### src/hw/rtl/rtc_queue.sv
// rtc_queue: two-word queue between the geometry front and the distance back.
// Depends on nothing.
module rtc_queue #(
   parameter int W = 8
) (
   input  logic         clock,
   input  logic         reset,
   input  logic         push,
   input  logic [W-1:0] wdata,
   output logic         full,
   input  logic         pop,
   output logic [W-1:0] rdata,
   output logic         empty
);
   logic [W-1:0] mem_ff [2];
   logic         wr_ff, wr_in, rd_ff, rd_in;
   logic [1:0]   cnt_ff, cnt_in;
   logic         do_push, do_pop;

   assign full    = (cnt_ff == 2'd2);
   assign empty   = (cnt_ff == 2'd0);
   assign rdata   = mem_ff[rd_ff];
   assign do_push = push && !full;
   assign do_pop  = pop && !empty;

   always_comb begin
      wr_in  = do_push ? !wr_ff : wr_ff;
      rd_in  = do_pop ? !rd_ff : rd_ff;
      cnt_in = cnt_ff + {1'b0, do_push} - {1'b0, do_pop};
   end

   always_ff @(posedge clock) begin
      if (reset) begin
         wr_ff  <= 1'b0;
         rd_ff  <= 1'b0;
         cnt_ff <= 2'd0;
      end else begin
         wr_ff  <= wr_in;
         rd_ff  <= rd_in;
         cnt_ff <= cnt_in;
      end
      if (do_push) begin
         mem_ff[wr_ff] <= wdata;
      end
   end
endmodule

### config.mk
export PLATFORM = sky130hd
export DESIGN_NAME = rtc_queue
export DESIGN_NICKNAME = d
export VERILOG_FILES = /design/src/hw/rtl/rtc_queue.sv
export SDC_FILE = /design/constraint.sdc
export NUM_CORES = 1
export LEC_CHECK = 0
export BUFFER_PORTS_ARGS = -buffer_cell sky130_fd_sc_hd__buf_4
export CORE_MARGIN = 4
export CORE_UTILIZATION = 52
export DETAILED_ROUTE_END_ITERATION = 8
export PLACE_DENSITY = 0.79
export SETUP_SLACK_MARGIN = 0.15
export SLEW_MARGIN = 20
export SYNTH_ARGS = -nofsm -noshare
export SYNTH_HDL_FRONTEND = slang
export SYNTH_SLANG_ARGS = --single-unit
### constraint.sdc
create_clock -name clock -period 2.8 [get_ports clock]
set_input_delay 0 -clock clock [delete_from_list [all_inputs] [get_ports clock]]
set_output_delay 0 -clock clock [all_outputs]
set_load 0.05 [all_outputs]
# == After elaboration in Yosys (flattened, before gate mapping) ==
# Memory sizes are Yosys's and may differ from the RTL's. A register that Yosys moved wholly into a read port is not among the register bits.
# Cells that the tools add are included.
# Widths: inputs -> output; s select.
# totals
mem_bits_rw,16
mem_bits_ro,0
latchBits,0
regBits,4
output_inout_bits,10
inputBits,12
mem_count,1
word_cells,18
# classes
n_mul,0
mux,4
magnitude_cmp,0
n_eq_ne,1
reduce_logical,7
div_mod_pow,0
bitwise,0
shift,0
add_sub_neg,2
# mem_list
memory,depth,word_bits,rd,rd_clocked_by_memory_dff,wr,line_no,source
mem_ff,2,8,1,1,1,15,logic [W-1:0] mem_ff [2];
# ops
op,n
$logic_not 1->1,4
$mux 1,4
$add 2x1->2,1
$eq 2x2->1 const B,1
$logic_and 1x1->1,2
$logic_not 2->1,1
$sub 2x1->2,1

# == Depth between registers and ports, before layout ==
# logic_depth
depth_word,5
depth_mapped,8
ltp_nobuf,8

# == Least setup slack after synthesis ==
# Ideal clock, no wire load.
# synth_timing
kind,register -> register
from,register cnt_ff[1]
to,register cnt_ff[1]
setup_ns,0.078
stages_incl_launch_ff,8
arrival_ns,1.396
synth_period_minus_slack_ns,1.474
setup_slack_ns,1.326
path_buffers,0
cell_sequence,dfxtp_1 -> o21a_2 -> ha_1 -> inv_1 -> ha_1 -> xor2_1 -> and2_1 -> nor3_1
# synth_between
word_cells_on_any_way,8
cone_classes,2 x add/sub; 1 x eq/ne; 5 x reduce/logical
# synth_lines
element,line_no,source
from (decl),17,"logic [1:0] cnt_ff, cnt_in;"
from (signal assigned),40,cnt_ff <= cnt_in;
$logic_not 2->1,21,assign empty = (cnt_ff == 2'd0);
$logic_not 1->1,24,assign do_pop = pop && !empty;
$logic_and 1x1->1,24,
via do_pop,18,"logic do_push, do_pop;"
$sub 2x1->2,29,"cnt_in = cnt_ff + {1'b0, do_push} - {1'b0, do_pop};"
# The timed path passes the listed nets, and every way through them passes these cells.
# A chain may end at the register's enable or synchronous reset.

# == Final worst setup path ==
# layout_timing
from,register cnt_ff[0]
to,register cnt_ff[1]
# layout_between
elab_chain_cells,5
word_cells_on_any_way,8
cone_classes,2 x add/sub; 1 x eq/ne; 5 x reduce/logical
# layout_rtl
element,line_no,source
$eq 2x2->1,20,assign full = (cnt_ff == 2'd2);
$logic_not 1->1,23,assign do_push = push && !full;
$logic_and 1x1->1,23,
$add 2x1->2,29,
$sub 2x1->2 *,29,
# Mark *: on every way between the ends. The rest lies on a longest branch, timed or not.

==> impl_metrics.csv <==
group,metric,value,unit
status,status,"finished, final reports clean",
worst_setup_path,path_max_fanout,4,
min_path,hold_path.class,"in2reg",
power_and_ir_drop,peakVddDrop,0.000715,V
clocking,insertion_delay,0.30,ns
synth,seq_area_frac_synth,0.716,
clocking,htreeDepth,1,
synth,synth.area.top_cells,"edfxtp_1 (59%), dfxtp_1 (12%), mux2_1 (6.9%)",
die,ios,22,
routing,wl_per_cell,13.2,um
clocking,hold_buffers,9,
synth,synth-seq-cells,21,
synth,syn_avg_cell_area,15.6,um2
finish,syn_to_final_growth,35.6,%
job,maxCapViolCount,0,
place,dp.cells,87,
global_route,antenna_found_initial,0,
finish,mostFrequentLayoutCells,"buf_4 (21), edfxtp_1 (16), dlygate4sd3_1 (9)",
die,num_rows,13,
sta,setup_viol,0,
clocking,cts-buffers-inserted,3,
die,die_w,47.5,um
die,die_area,2250,um2
worst_setup_path,cp.required,3.03,ns
place,port_buffers,21,
finish,drive_above_1_share,0.376,
finish,multi_input_area,210,um2
synth,synth_area_leader_cell,"edfxtp_1",
die,core,1380,um2
global_route,gr-usage-met2,0.246,
clocking,cts_max_path_buffers,2,
finish,antenna_cells,0,
clocking,post_cts_buffers,0,
worst_setup_path,cp-start-kind,"flip-flop",
clocking,cts.repair.resized,0,
routing,ant_nets,0,
synth,yosys_warnings,0,
global_route,grt_pass1_wl,2.04,mm
sta,setup_ws,1.20,ns
clocking,clkSinkCount,21,
worst_setup_path,critPathCaptureType,"flip-flop",
synth,synth_area,811,um2
clocking,tritoncts,"yes",
synth,syn-num-nets,66,
finish,layout.cells.non_filler,100,
clocking,root_buffer,"clkbuf_4",
sta,worstMarginPinSlew,0.381,ns
routing,vias,500,
power_and_ir_drop,total_power,1.06,mW
global_route,grt_use_met3,0.0338,
synth,postSynthCellCount,52,
place,hpwl,889,um
routing,drtIter0Drc,1,
global_route,met1_usage,0.140,
global_route,grt_max_degree,13,
sta,skew,0.00665,ns
global_route,grt_pass1_vias,513,
sta,period_share,0.571,
sta,hold_viol,0,
synth,yosysTopAreaCellShare,0.593,
power_and_ir_drop,power.leakage,0.461,nW
sta,tns,0,ns
place,routabilityCongestion,0.676,
routing,drcViolationCount,0,
place,pre_cts_slack,1.24,ns
sta,period_needed,1.60,ns
global_route,grt_usage,0.139,
sta,grt_setup_unrepaired,"false",
sta,max_slew_margin,0.746,
die,die_y,47.5,um
global_route,gr-total-overflow,0,
routing,dr.pass1.iters,2,
worst_setup_path,crit_arrival,1.83,ns
global_route,grt-busiest-layer,"met2",
synth,ys_types,21,
power_and_ir_drop,p_per_area,968,nW/um2
finish,utilization,0.795,
finish,layout_commonest_cell,"buf_4",
routing,routed_wl,1.32,mm
worst_setup_path,crit_type,"reg2reg",
finish,fillers,94,
die,initial_core_util,0.586,
sta,drv_slew,0,
clocking,clkSlewWorstSetupHoldPaths,0.11,ns
finish,final_nets,100,
finish,seq_area,581,um2
sta,fmax,0.626,GHz
routing,drt-vias-per-instance,5.00,
==> area by class of cell <==
| cell class | count | share of cell area |
|---|---|---|
| clock buffers | 3 | 0.0205 |
| repair buffers | 30 | 0.225 |
| well taps | 15 | 0.0171 |
| inverters | 4 | 0.0137 |
| multi-input cells | 26 | 0.191 |
| clock inverters | 1 | 0.00455 |
| flip-flops and latches | 21 | 0.528 |
==> logic make-up (layout without fill, tap and decap cells) <==
family | Yosys count | in the layout | synth area share
muxes | 8 | 8 | 0.111
adders and majority gates | 2 | 2 | 0.0309
and+or+nand+nor | 11 | 11 | 0.0725
DFF | 21 | 21 | 0.716
AOI/OAI and AO/OA | 3 | 3 | 0.0231
buffers and inverters | 5 | 38 | 0.0247
xor gates and xnor gates | 2 | 2 | 0.0216
==> sequential cells by signal, indices dropped and copies added (netlist names), named ones only <==
| name | count |
|---|---|
| mem_ff | 16 |
| cnt_ff | 2 |
| rd_ff | 1 |
| wr_ff | 1 |
==> worst max-delay path, stage by stage (launching register included) <==
cell	delay [ns]
dfxtp_1	0.39
nand2b_2	0.17
nand2_1	0.06
ha_1	0.26
inv_1	0.04
ha_1	0.18
xor2_1	0.16
and2_1	0.16
nor3_1	0.11
==> where the power goes <==
group | switching, mW | internal (mW)
sequential | 0.0420 | 0.402
combinational | 0.304 | 0.172
clock | 0.0908 | 0.0533
==> routing by layer <==
metal  vias to the layer above  wire [um]
li1                        249          -
met1                       232        534
met2                        15        697
met3                         4         69
met4                         0         23
met5                         -          0
==> cells in the mapped netlist <==
cell / number
edfxtp_1: 16
dfxtp_1: 5
mux2_1: 5
nor2_1: 4
inv_1: 3
mux2_2: 3
ha_1: 2
a21oi_1: 1
and2_1: 1
and3_2: 1
buf_2: 1
inv_2: 1
nand2_1: 1
nand2b_2: 1
nor2b_1: 1
nor3_1: 1
o21a_2: 1
o21ai_0: 1
or3_1: 1
xnor2_1: 1
xor2_1: 1
==> path summary, 6_finish.rpt <==
path | depth (start not counted) | start | to | slack, ns
max | 8 | cnt_ff[0] | cnt_ff[1] | 1.20
min | 4 | push | wr_ff | 0.08
max reg2reg | 8 | cnt_ff[0] | cnt_ff[1] | 1.20
min reg2reg | 2 | wr_ff | wr_ff | 0.49
==> stage by stage <==
stage	hold WS [ns]	area [um2]
after floorplan	0.0691	811
after detailed placement	0.188	982
after global routing	0.0935	1100
after CTS	0.0721	1100
final	0.0775	1100
after global placement	0.185	982
No activity file was read; power rests on OpenSTA's default activity.
