File: config.mk
export PLATFORM = sky130hd
export DESIGN_NAME = rtc_back
export DESIGN_NICKNAME = d
export VERILOG_FILES = /design/src/hw/rtl/rtc_pkg.sv /design/src/hw/rtl/rtc_back.sv
export SDC_FILE = /design/constraint.sdc
export NUM_CORES = 2
export LEC_CHECK = 0
export BUFFER_PORTS_ARGS = -buffer_cell sky130_fd_sc_hd__buf_2
export CORE_MARGIN = 2
export CORE_UTILIZATION = 50
export CTS_CLUSTER_SIZE = 25
export DETAILED_ROUTE_END_ITERATION = 7
export GPL_TIMING_DRIVEN = 0
export PLACE_DENSITY = 0.71
export SLEW_MARGIN = 20
export SYNTH_ARGS = -nofsm -noshare
export SYNTH_HDL_FRONTEND = slang
export SYNTH_SLANG_ARGS = --single-unit
File: constraint.sdc
create_clock -name clock -period 10 [get_ports clock]
set_input_delay 2 -clock clock [delete_from_list [all_inputs] [get_ports clock]]
set_output_delay 2 -clock clock [all_outputs]
set_load 0.01 [all_outputs]
File: src/hw/rtl/rtc_pkg.sv
// rtc_pkg: shared types, register indexes and helpers for the closest-hit core.
// No dependencies.
package rtc_pkg;

   typedef enum logic [1:0] {F_IDLE, F_RUN, F_DRAIN, F_PUSH} front_state_type;

   typedef enum logic [2:0] {B_IDLE, B_DIV, B_CHECK, B_POINT, B_EMIT} back_state_type;

   typedef enum logic [3:0] {
      G_H0, G_H1, G_H2, G_Q0, G_Q1, G_Q2, G_DET, G_UN, G_VN, G_TN
   } group_type;

   typedef struct packed {
      logic      valid;
      logic      neg;
      logic      first;
      logic      last;
      group_type grp;
   } acc_ctl_type;

   localparam logic [2:0] REG_ORG_X = 3'd0;
   localparam logic [2:0] REG_ORG_Y = 3'd1;
   localparam logic [2:0] REG_ORG_Z = 3'd2;
   localparam logic [2:0] REG_DIR_X = 3'd3;
   localparam logic [2:0] REG_DIR_Y = 3'd4;
   localparam logic [2:0] REG_DIR_Z = 3'd5;
   localparam logic [2:0] REG_EPS   = 3'd6;

   function automatic logic signed [31:0] sat32(input logic signed [63:0] x);
      if (x > 64'sd2147483647) begin
         return 32'sh7FFF_FFFF;
      end else if (x < -64'sd2147483648) begin
         return 32'sh8000_0000;
      end
      return x[31:0];
   endfunction

   function automatic logic [1:0] next3(input logic [1:0] c);
      return (c == 2'd2) ? 2'd0 : c + 2'd1;
   endfunction

endpackage

File: src/hw/rtl/rtc_back.sv
// rtc_back: divides for the distance, keeps the closest hit, forms the point and
// holds the result word. Depends on rtc_pkg.
module rtc_back #(
   parameter int FRAC_BITS = 16
) (
   input  logic                    clock,
   input  logic                    reset,
   input  logic                    q_empty,
   output logic                    q_pop,
   input  logic                    q_cand,
   input  logic                    q_last,
   input  logic [66-FRAC_BITS:0]   q_tn,
   input  logic [66-FRAC_BITS:0]   q_det,
   input  logic signed [31:0]      org [3],
   input  logic signed [31:0]      dir [3],
   input  logic                    rsp_pop,
   output logic                    rsp_empty,
   output logic                    hit_found,
   output logic [30:0]             hit_distance,
   output logic signed [31:0]      hit_x,
   output logic signed [31:0]      hit_y,
   output logic signed [31:0]      hit_z
);
   localparam int PW = 67 - FRAC_BITS;
   localparam int SH = 31 - FRAC_BITS;
   localparam int CW = PW + SH;

   rtc_pkg::back_state_type state_ff, state_in;
   logic [4:0]          cnt_ff;
   logic [30:0]         t_ff, closest_ff, nlo_ff;
   logic [PW-1:0]       rem_ff, det_ff, rem_in;
   logic                last_ff, any_ff, out_valid_ff;
   logic signed [31:0]  best_ff [3];
   logic signed [63:0]  prod_ff;
   logic signed [31:0]  dir_sel, org_sel, point;
   logic [PW:0]         trial;
   logic                ge, sat_q, keep, emit, take;
   logic [1:0]          pidx, widx;

   assign rsp_empty = !out_valid_ff;

   // datapath helpers
   always_comb begin
      sat_q  = CW'(q_tn) >= (CW'(q_det) << SH);
      trial  = {rem_ff, nlo_ff[30]};
      ge     = trial >= {1'b0, det_ff};
      rem_in = ge ? PW'(trial - {1'b0, det_ff}) : PW'(trial);
      keep   = (t_ff != '0) && (!any_ff || t_ff < closest_ff);
      pidx   = cnt_ff[1:0];
      widx   = pidx - 2'd1;
      case (pidx)
         2'd0:    dir_sel = dir[0];
         2'd1:    dir_sel = dir[1];
         default: dir_sel = dir[2];
      endcase
      case (widx)
         2'd0:    org_sel = org[0];
         2'd1:    org_sel = org[1];
         default: org_sel = org[2];
      endcase
      point = rtc_pkg::sat32((prod_ff >>> FRAC_BITS) + 64'(org_sel));
   end

   // next state
   always_comb begin
      state_in = state_ff;
      case (state_ff)
         rtc_pkg::B_IDLE: begin
            if (!q_empty) begin
               state_in = (q_cand && !sat_q) ? rtc_pkg::B_DIV : rtc_pkg::B_CHECK;
            end
         end
         rtc_pkg::B_DIV:   if (cnt_ff == 5'd30) state_in = rtc_pkg::B_CHECK;
         rtc_pkg::B_CHECK: begin
            if (keep) begin
               state_in = rtc_pkg::B_POINT;
            end else begin
               state_in = last_ff ? rtc_pkg::B_EMIT : rtc_pkg::B_IDLE;
            end
         end
         rtc_pkg::B_POINT: begin
            if (pidx == 2'd3) state_in = last_ff ? rtc_pkg::B_EMIT : rtc_pkg::B_IDLE;
         end
         rtc_pkg::B_EMIT:  if (!out_valid_ff || rsp_pop) state_in = rtc_pkg::B_IDLE;
         default:          state_in = rtc_pkg::B_IDLE;
      endcase
   end

   // outputs
   always_comb begin
      q_pop = (state_ff == rtc_pkg::B_IDLE) && !q_empty;
      take  = (state_ff == rtc_pkg::B_CHECK) && keep;
      emit  = (state_ff == rtc_pkg::B_EMIT) && (!out_valid_ff || rsp_pop);
   end

   always_ff @(posedge clock) begin
      if (reset) begin
         state_ff     <= rtc_pkg::B_IDLE;
         any_ff       <= 1'b0;
         closest_ff   <= '1;
         out_valid_ff <= 1'b0;
         for (int i = 0; i < 3; i++) best_ff[i] <= '0;
      end else begin
         state_ff <= state_in;
         if (take) begin
            any_ff     <= 1'b1;
            closest_ff <= t_ff;
         end
         if (state_ff == rtc_pkg::B_POINT && pidx != 2'd0) begin
            best_ff[widx] <= point;
         end
         if (emit) begin
            out_valid_ff <= 1'b1;
            any_ff       <= 1'b0;
            closest_ff   <= '1;
            for (int i = 0; i < 3; i++) best_ff[i] <= '0;
         end else if (rsp_pop) begin
            out_valid_ff <= 1'b0;
         end
      end
      case (state_ff)
         rtc_pkg::B_IDLE: begin
            last_ff <= q_last;
            det_ff  <= q_det;
            rem_ff  <= q_tn >> SH;
            nlo_ff  <= 31'(q_tn[SH-1:0]) << FRAC_BITS;
            cnt_ff  <= '0;
            t_ff    <= (q_cand && sat_q) ? '1 : '0;
         end
         rtc_pkg::B_DIV: begin
            rem_ff <= rem_in;
            nlo_ff <= nlo_ff << 1;
            t_ff   <= {t_ff[29:0], ge};
            cnt_ff <= cnt_ff + 5'd1;
         end
         rtc_pkg::B_CHECK: cnt_ff <= '0;
         rtc_pkg::B_POINT: begin
            prod_ff <= $signed({1'b0, t_ff}) * dir_sel;
            cnt_ff  <= cnt_ff + 5'd1;
         end
         default: cnt_ff <= cnt_ff;
      endcase
      if (emit) begin
         hit_found    <= any_ff;
         hit_distance <= any_ff ? closest_ff : '0;
         hit_x        <= any_ff ? best_ff[0] : '0;
         hit_y        <= any_ff ? best_ff[1] : '0;
         hit_z        <= any_ff ? best_ff[2] : '0;
      end
   end

   a_hit_nonzero: assert property (@(posedge clock) disable iff (reset)
      any_ff |-> (closest_ff != '0))
      else $error("held hit has zero distance");

   a_emit_clears: assert property (@(posedge clock) disable iff (reset)
      emit |=> (!any_ff && out_valid_ff))
      else $error("state not cleared after result word");

   a_div_bound: assert property (@(posedge clock) disable iff (reset)
      (state_ff == rtc_pkg::B_DIV) |-> (cnt_ff <= 5'd30))
      else $error("divide step count overrun");

   a_keep_closer: assert property (@(posedge clock) disable iff (reset)
      (take && any_ff) |=> (closest_ff < $past(closest_ff)))
      else $error("kept hit is not closer");
endmodule

After elaboration in Yosys (flattened, before gate mapping)
Memory sizes are Yosys's and may differ from the RTL's. A register that Yosys moved wholly into a read port is not among the register bits.
Cells that the tools add are included.
{ "word_totals": {"input_bits": 300, "latchBits": 0, "memories": 1, "elab_cells": 105, "ramBits": 96, "rom_bits": 0, "out_inout_bits": 130, "reg_bits": 302} }
{ "memory_table": {"columns": ["memory", "depth", "width", "rd", "rd_clocked_by_memory_dff", "write_ports", "line", "text"], "rows": [
  ["best_ff", 3, 32, 3, 3, 3, "rtc_back.sv:33", "logic signed [31:0] best_ff [3];"]
]} }
{ "op_classes": {"n_eq_ne": 12, "n_reduce_logical": 29, "n_shift": 0, "n_mux": 37, "bitwise": 3, "n_lt_le_gt_ge": 5, "n_addsub": 4, "div": 0, "multipliers": 1} }
{ "op_table": {"columns": ["cell", "n"], "rows": [
  ["2-to-1 mux 32 bit", 7],
  ["case mux 32 bit (2 select lines)", 2],
  ["case mux 31 bit (2 select lines)", 2],
  ["case mux 51 bit (2 select lines)", 1],
  ["greater-or-equal comparator 51 x 66 -> 1 bit", 1],
  ["multiplier 32 x 32 -> 64 bit", 1],
  ["greater-or-equal comparator 52 x 51 -> 1 bit", 1],
  ["2-to-1 mux 51 bit", 1],
  ["subtractor 51 bit", 1],
  ["adder 48 x 32 -> 49 bit", 1],
  ["greater-than comparator 49 x 32 -> 1 bit, second input constant", 1],
  ["less-than comparator 49 x 32 -> 1 bit, second input constant", 1],
  ["OR reduction 32 bit", 1],
  ["less-than comparator 31 bit", 1],
  ["2-to-1 mux 31 bit", 1],
  ["nonzero test 31 bit", 1],
  ["2-to-1 mux 3 bit", 6],
  ["case mux 3 bit (5 select lines)", 1],
  ["2-to-1 mux 1 bit", 13],
  ["case mux 5 bit (2 select lines)", 1],
  ["inequality test 2 bit, second input constant", 4],
  ["nonzero test 2 bit", 4],
  ["logical AND 1 bit", 7],
  ["logical NOT 1 bit", 7],
  ["15 further kinds", 24]
]} }

Longest topological paths before layout
{ "logic_depth": {"ltp_word": 9, "ltp_mapped": 37, "depth_no_buf": 34} }

Least setup slack after synthesis
No wires, ideal clock.
{ "synth_path": {"path_kind": "input -> register", "startpoint": "in dir[95] in the netlist's numbering", "endpoint": "reg prod_ff[56], data pin", "setup_ps": 262, "stages": 28, "setup_slack_ps": 482, "t_arrival_ps": 9255, "path_buffers": 2, "cell_sequence": "a22o_1 > a21oi_1 > clkbuf_1 > or2_2 > fa_1 > fa_1 > inv_1 > fa_1 > fa_1 > fa_1 > fa_1 > fa_1 > inv_1 > fa_1 > inv_1 > ha_1 > clkbuf_1 > a21oi_1 > o21ai_0 > or3_1 > o22a_1 > a221oi_1 > o21ai_0 > or2_2 > a41oi_1 > nor3b_1 > o31ai_1 > a21oi_1"} }
{ "synth_via": {"elab_chain_cells": 2} }
{ "synth_rtl": {"columns": ["element", "line", "text"], "rows": [
  ["from (decl)", "rtc_back.sv:15", "input logic signed [31:0] dir [3],"],
  ["case mux 32 bit (2 select lines)", "rtc_back.sv:51", "case (pidx)"],
  ["multiplier 32 x 32 -> 64 bit", "rtc_back.sv:138", "prod_ff <= $signed({1'b0, t_ff}) * dir_sel;"],
  ["to (signal assigned)", "rtc_back.sv:138", null],
  ["to (decl)", "rtc_back.sv:34", "logic signed [63:0] prod_ff;"]
]} }
Every way passes these cells.
A chain may end at the register's enable or synchronous reset.

Worst setup path after layout
{ "layout_path": {"startpoint": "in dir[32] in the netlist's numbering", "endpoint": "reg prod_ff[53], data pin"} }
Same word-level chain as after synthesis.

==> out/qor.txt <==
RUN STATUS
--------------------------------------------------------------------------------
Outcome ........................................................... finished clean

CLOCK NETWORK
--------------------------------------------------------------------------------
CTS tree ..........................................................          yes
H-tree Lvls .......................................................            2
Clk buf depth .....................................................            3
Count of hold-fix buffers inserted at cts .........................            0
Clock insertion delay at the later pin of the skew report .........      0.59 ns
CTS sink cnt ......................................................          462
Clock root buffer .................................................    clkbuf_16
Clock transition at the registers of the reported paths ...........      0.07 ns
Number of buffers inserted during clock tree synthesis ............           44

FLOORPLANNING
--------------------------------------------------------------------------------
Ports .............................................................          430
Number of placement rows ..........................................          125
Initial standard-cell utilization of the core .....................        50.5%
Die Y-Extent ......................................................       346 um
DIE AREA ..........................................................   0.120 mm^2
Placeable core region .............................................   0.116 mm^2
Die X-Extent ......................................................       346 um

GLOBAL ROUTE
--------------------------------------------------------------------------------
Pin count of the biggest net entering global routing ..............           58
GRT Total Usage ...................................................        35.4%
Met2 Usage GRT ....................................................        56.0%
Global-route layer with the greatest usage ........................         met2
Number of antenna violations at the first check in global routing .           19
Global routing met3 resource utilization ..........................        9.13%
Total overflow reported by the global router ......................            0
Wire length of the first global-routing pass ......................    311000 um
Global routing usage on met1 ......................................        45.3%
Vias in the first global route ....................................        48300

WORST SETUP PATH
--------------------------------------------------------------------------------
Kind of capture point of the worst setup path .....................         flop
Crit path arrival time ............................................     10.18 ns
Highest cell delay on the worst timing path .......................      0.56 ns
CP Data Required Time .............................................     10.29 ns
Highest fanout seen on the critical path ..........................           10
Worst R2R End .....................................................  prod_ff[56]
Kind of launch point of the worst setup path ......................    input pin
Cell with the largest stage delay on the worst path ...............         fa_1
R2R depth .........................................................           33
Crit Path Class ................................................... input pin to flop
Cell type with the highest occurrence count on the critical path ..         fa_1
Slack of the worst reg-to-reg path ................................      0.20 ns
Origin of the critical flop-to-flop path ..........................    cnt_ff[1]

TIMING
--------------------------------------------------------------------------------
Tcrit/Tclk final ..................................................        98.9%
Shortest clock period the worst path allows after layout ..........      9.89 ns
Max Slew Vio Count ................................................            0
Skew final ........................................................    0.0422 ns
FMAX ..............................................................    0.101 GHz
Final Hold Vio Count ..............................................            0
Setup Viol. Count Final ...........................................            0
Unrepaired setup endpoints after global routing ...................         true
Worst-Margin Slew .................................................      1.32 ns
Remaining max-slew budget at the tightest pin .....................        12.0%

ROUTE
--------------------------------------------------------------------------------
Drc violations ....................................................            0
Wire length reported by the detailed router .......................    212000 um
Avg Vias per Cell .................................................         5.73
Average wire per standard cell ....................................      25.7 um
Vias ..............................................................        47200
Violation count after the first detailed-routing iteration ........         4344
First-pass detailed-route iteration total .........................            6
Count of nets left with antenna violations after detail routing ...            0

SYNTHESIS
--------------------------------------------------------------------------------
Number of enable-type register cells in the synthesized netlist ...          426
Net count after synthesis .........................................         7806
Top cell types by occurrence after synthesis ...................... inv_1, fa_1, nand2_1
Yosys top cell area share .........................................        29.6%
Synth area leader .................................................         fa_1
Sequential share of the synthesized area ..........................        23.0%
Mapped Area .......................................................  0.0586 mm^2
Flip-flop and latch count after synthesis .........................          462
Largest cells by area after synthesis ............................. fa_1, edfxtp_1, ha_1
Number of standard cells after synthesis ..........................         6175
Async S/R FF share, synth .........................................           0%
Post-synth top flop ...............................................     edfxtp_1
Most frequently used cell type in the post-synthesis netlist ......        inv_1
Yosys synthesis warning count .....................................            0
Library cells used by synthesis ...................................           72
Average cell area after synthesis .................................    9.49 um^2

PLACED DESIGN
--------------------------------------------------------------------------------
Final Wtd Congestion ..............................................         1.03
Port bufs .........................................................          429
Final HPWL DP .....................................................    171000 um
Cell Area, Placed .................................................  0.0630 mm^2
Total instance count after detailed placement .....................         8143

FINAL LAYOUT
--------------------------------------------------------------------------------
Net count, final ..................................................         8297
Growth of design area from synthesis to finish ....................        10.6%
Final design area excluding fillers ...............................  0.0649 mm^2
Proportion of layout cells with a drive suffix above 1 ............        10.5%
Post-Layout Cell Count ............................................         8239

WORST HOLD PATH
--------------------------------------------------------------------------------
Destination of the worst hold path ................................ closest_ff[11]
Hold path startpoint .............................................. closest_ff[11]
Depth of the worst hold-timing path ...............................            2
Hold crit path type ............................................... flop to flop

RUN
--------------------------------------------------------------------------------
Number of max-cap violations ......................................            0

routing by layer:
metal,wire [um],vias to the layer above
met5,78,-
met3,23000,572
met1,81200,23400
met2,95100,2478
met4,12500,10
li1,-,20700
critical path: cells and delay by family:
| kind | cells | cell delay, ns |
|---|---|---|
| buffers and inverters | 8 | 1.10 |
| xor gates and xnor gates | 1 | 0.12 |
| AOI/OAI and AO/OA | 10 | 2.56 |
| and+or+nand+nor | 2 | 0.29 |
| adders and majority gates | 9 | 4.08 |
cell usage in the layout (no fill, tap or decap), types with 17 or more instances in the layout:
cell,count
fa_1,866
o21ai_0,109
nor2b_1,26
clkbuf_16,44
nor2_1,228
clkbuf_1,217
a22oi_1,62
dfxtp_1,36
buf_2,442
o211ai_1,24
and2_1,695
nand2_1,768
clkbuf_4,23
diode_2,17
nand3_1,33
a21oi_1,310
or2_2,21
a21o_1,101
nor3_1,34
nand4_1,62
edfxtp_1,426
o21a_1,26
and3_1,25
ha_1,461
o21bai_1,24
buf_4,18
clkbuf_2,59
nor4_1,31
inv_1,1042
a211oi_1,19
mux2i_1,35
xnor2_1,75
nand2b_1,17
xor2_1,55
a31oi_1,45
stage by stage:
stage	hold WS, ns	setup WS [ns]	util (%)	TNS (ns)
after CTS	0.479	0.00774	55.6	0
final	0.476	0.113	55.8	0
after global placement	0.456	-2.11	53.9	-57.08
after floorplan	0.445	0.482	-	0
after detailed placement	0.462	-1.67	54.2	-37.26
after global routing	0.503	-0.0199	55.8	-0.0199
kinds of logic after synthesis:
group / share of synthesized area, %
compound gates: 9.08
flops: 23.0
simple gates: 17.0
fa+ha+maj: 39.5
mux: 0.617
buf+inv: 8.80
xor+xnor: 1.94
layout make-up:
class / count / area (um^2)
Timing Repair Buffer: 450 / 2440
Antenna cell: 17 / 42.5
Clock buffer: 52 / 1140
Buffer: 327 / 1510
Fill cell: 10600 / 51400
Multi-Input combinational cell: 4339 / 40100
Sequential cell: 462 / 13500
Inverter: 1042 / 3910
Clock inverter: 26 / 284
Tap cell: 1524 / 1910
flip-flops by register name, summed over array words and instances, names as in the netlist:
register	flops
any_ff	1
hit_x	32
cnt_ff	5
hit_found	1
hit_distance	31
det_ff	51
nlo_ff	15
state_ff	3
out_valid_ff	1
best_ff	96
hit_z	32
hit_y	32
closest_ff	31
rem_ff	51
last_ff	1
prod_ff	48
t_ff	31
worst max path at each step:
stage                     startpoint          end
after global routing         dir[77]  prod_ff[48]
after CTS                    dir[95]  prod_ff[56]
after floorplan              dir[95]  prod_ff[56]
final                        dir[32]  prod_ff[53]
after global placement     cnt_ff[1]  prod_ff[56]
after detailed placement   cnt_ff[1]  prod_ff[56]
what timing repair did:
item / 4_1_cts / 5_1_grt
resized for setup: 117 / 107
setup endpoints to repair: 39 / 17
setup buffers: 3 / 3
pin swaps: 2 / 5
Power is left out: the tool's default activity adds up to more than one toggle a clock period on the data nets, which glitch-free logic cannot reach.
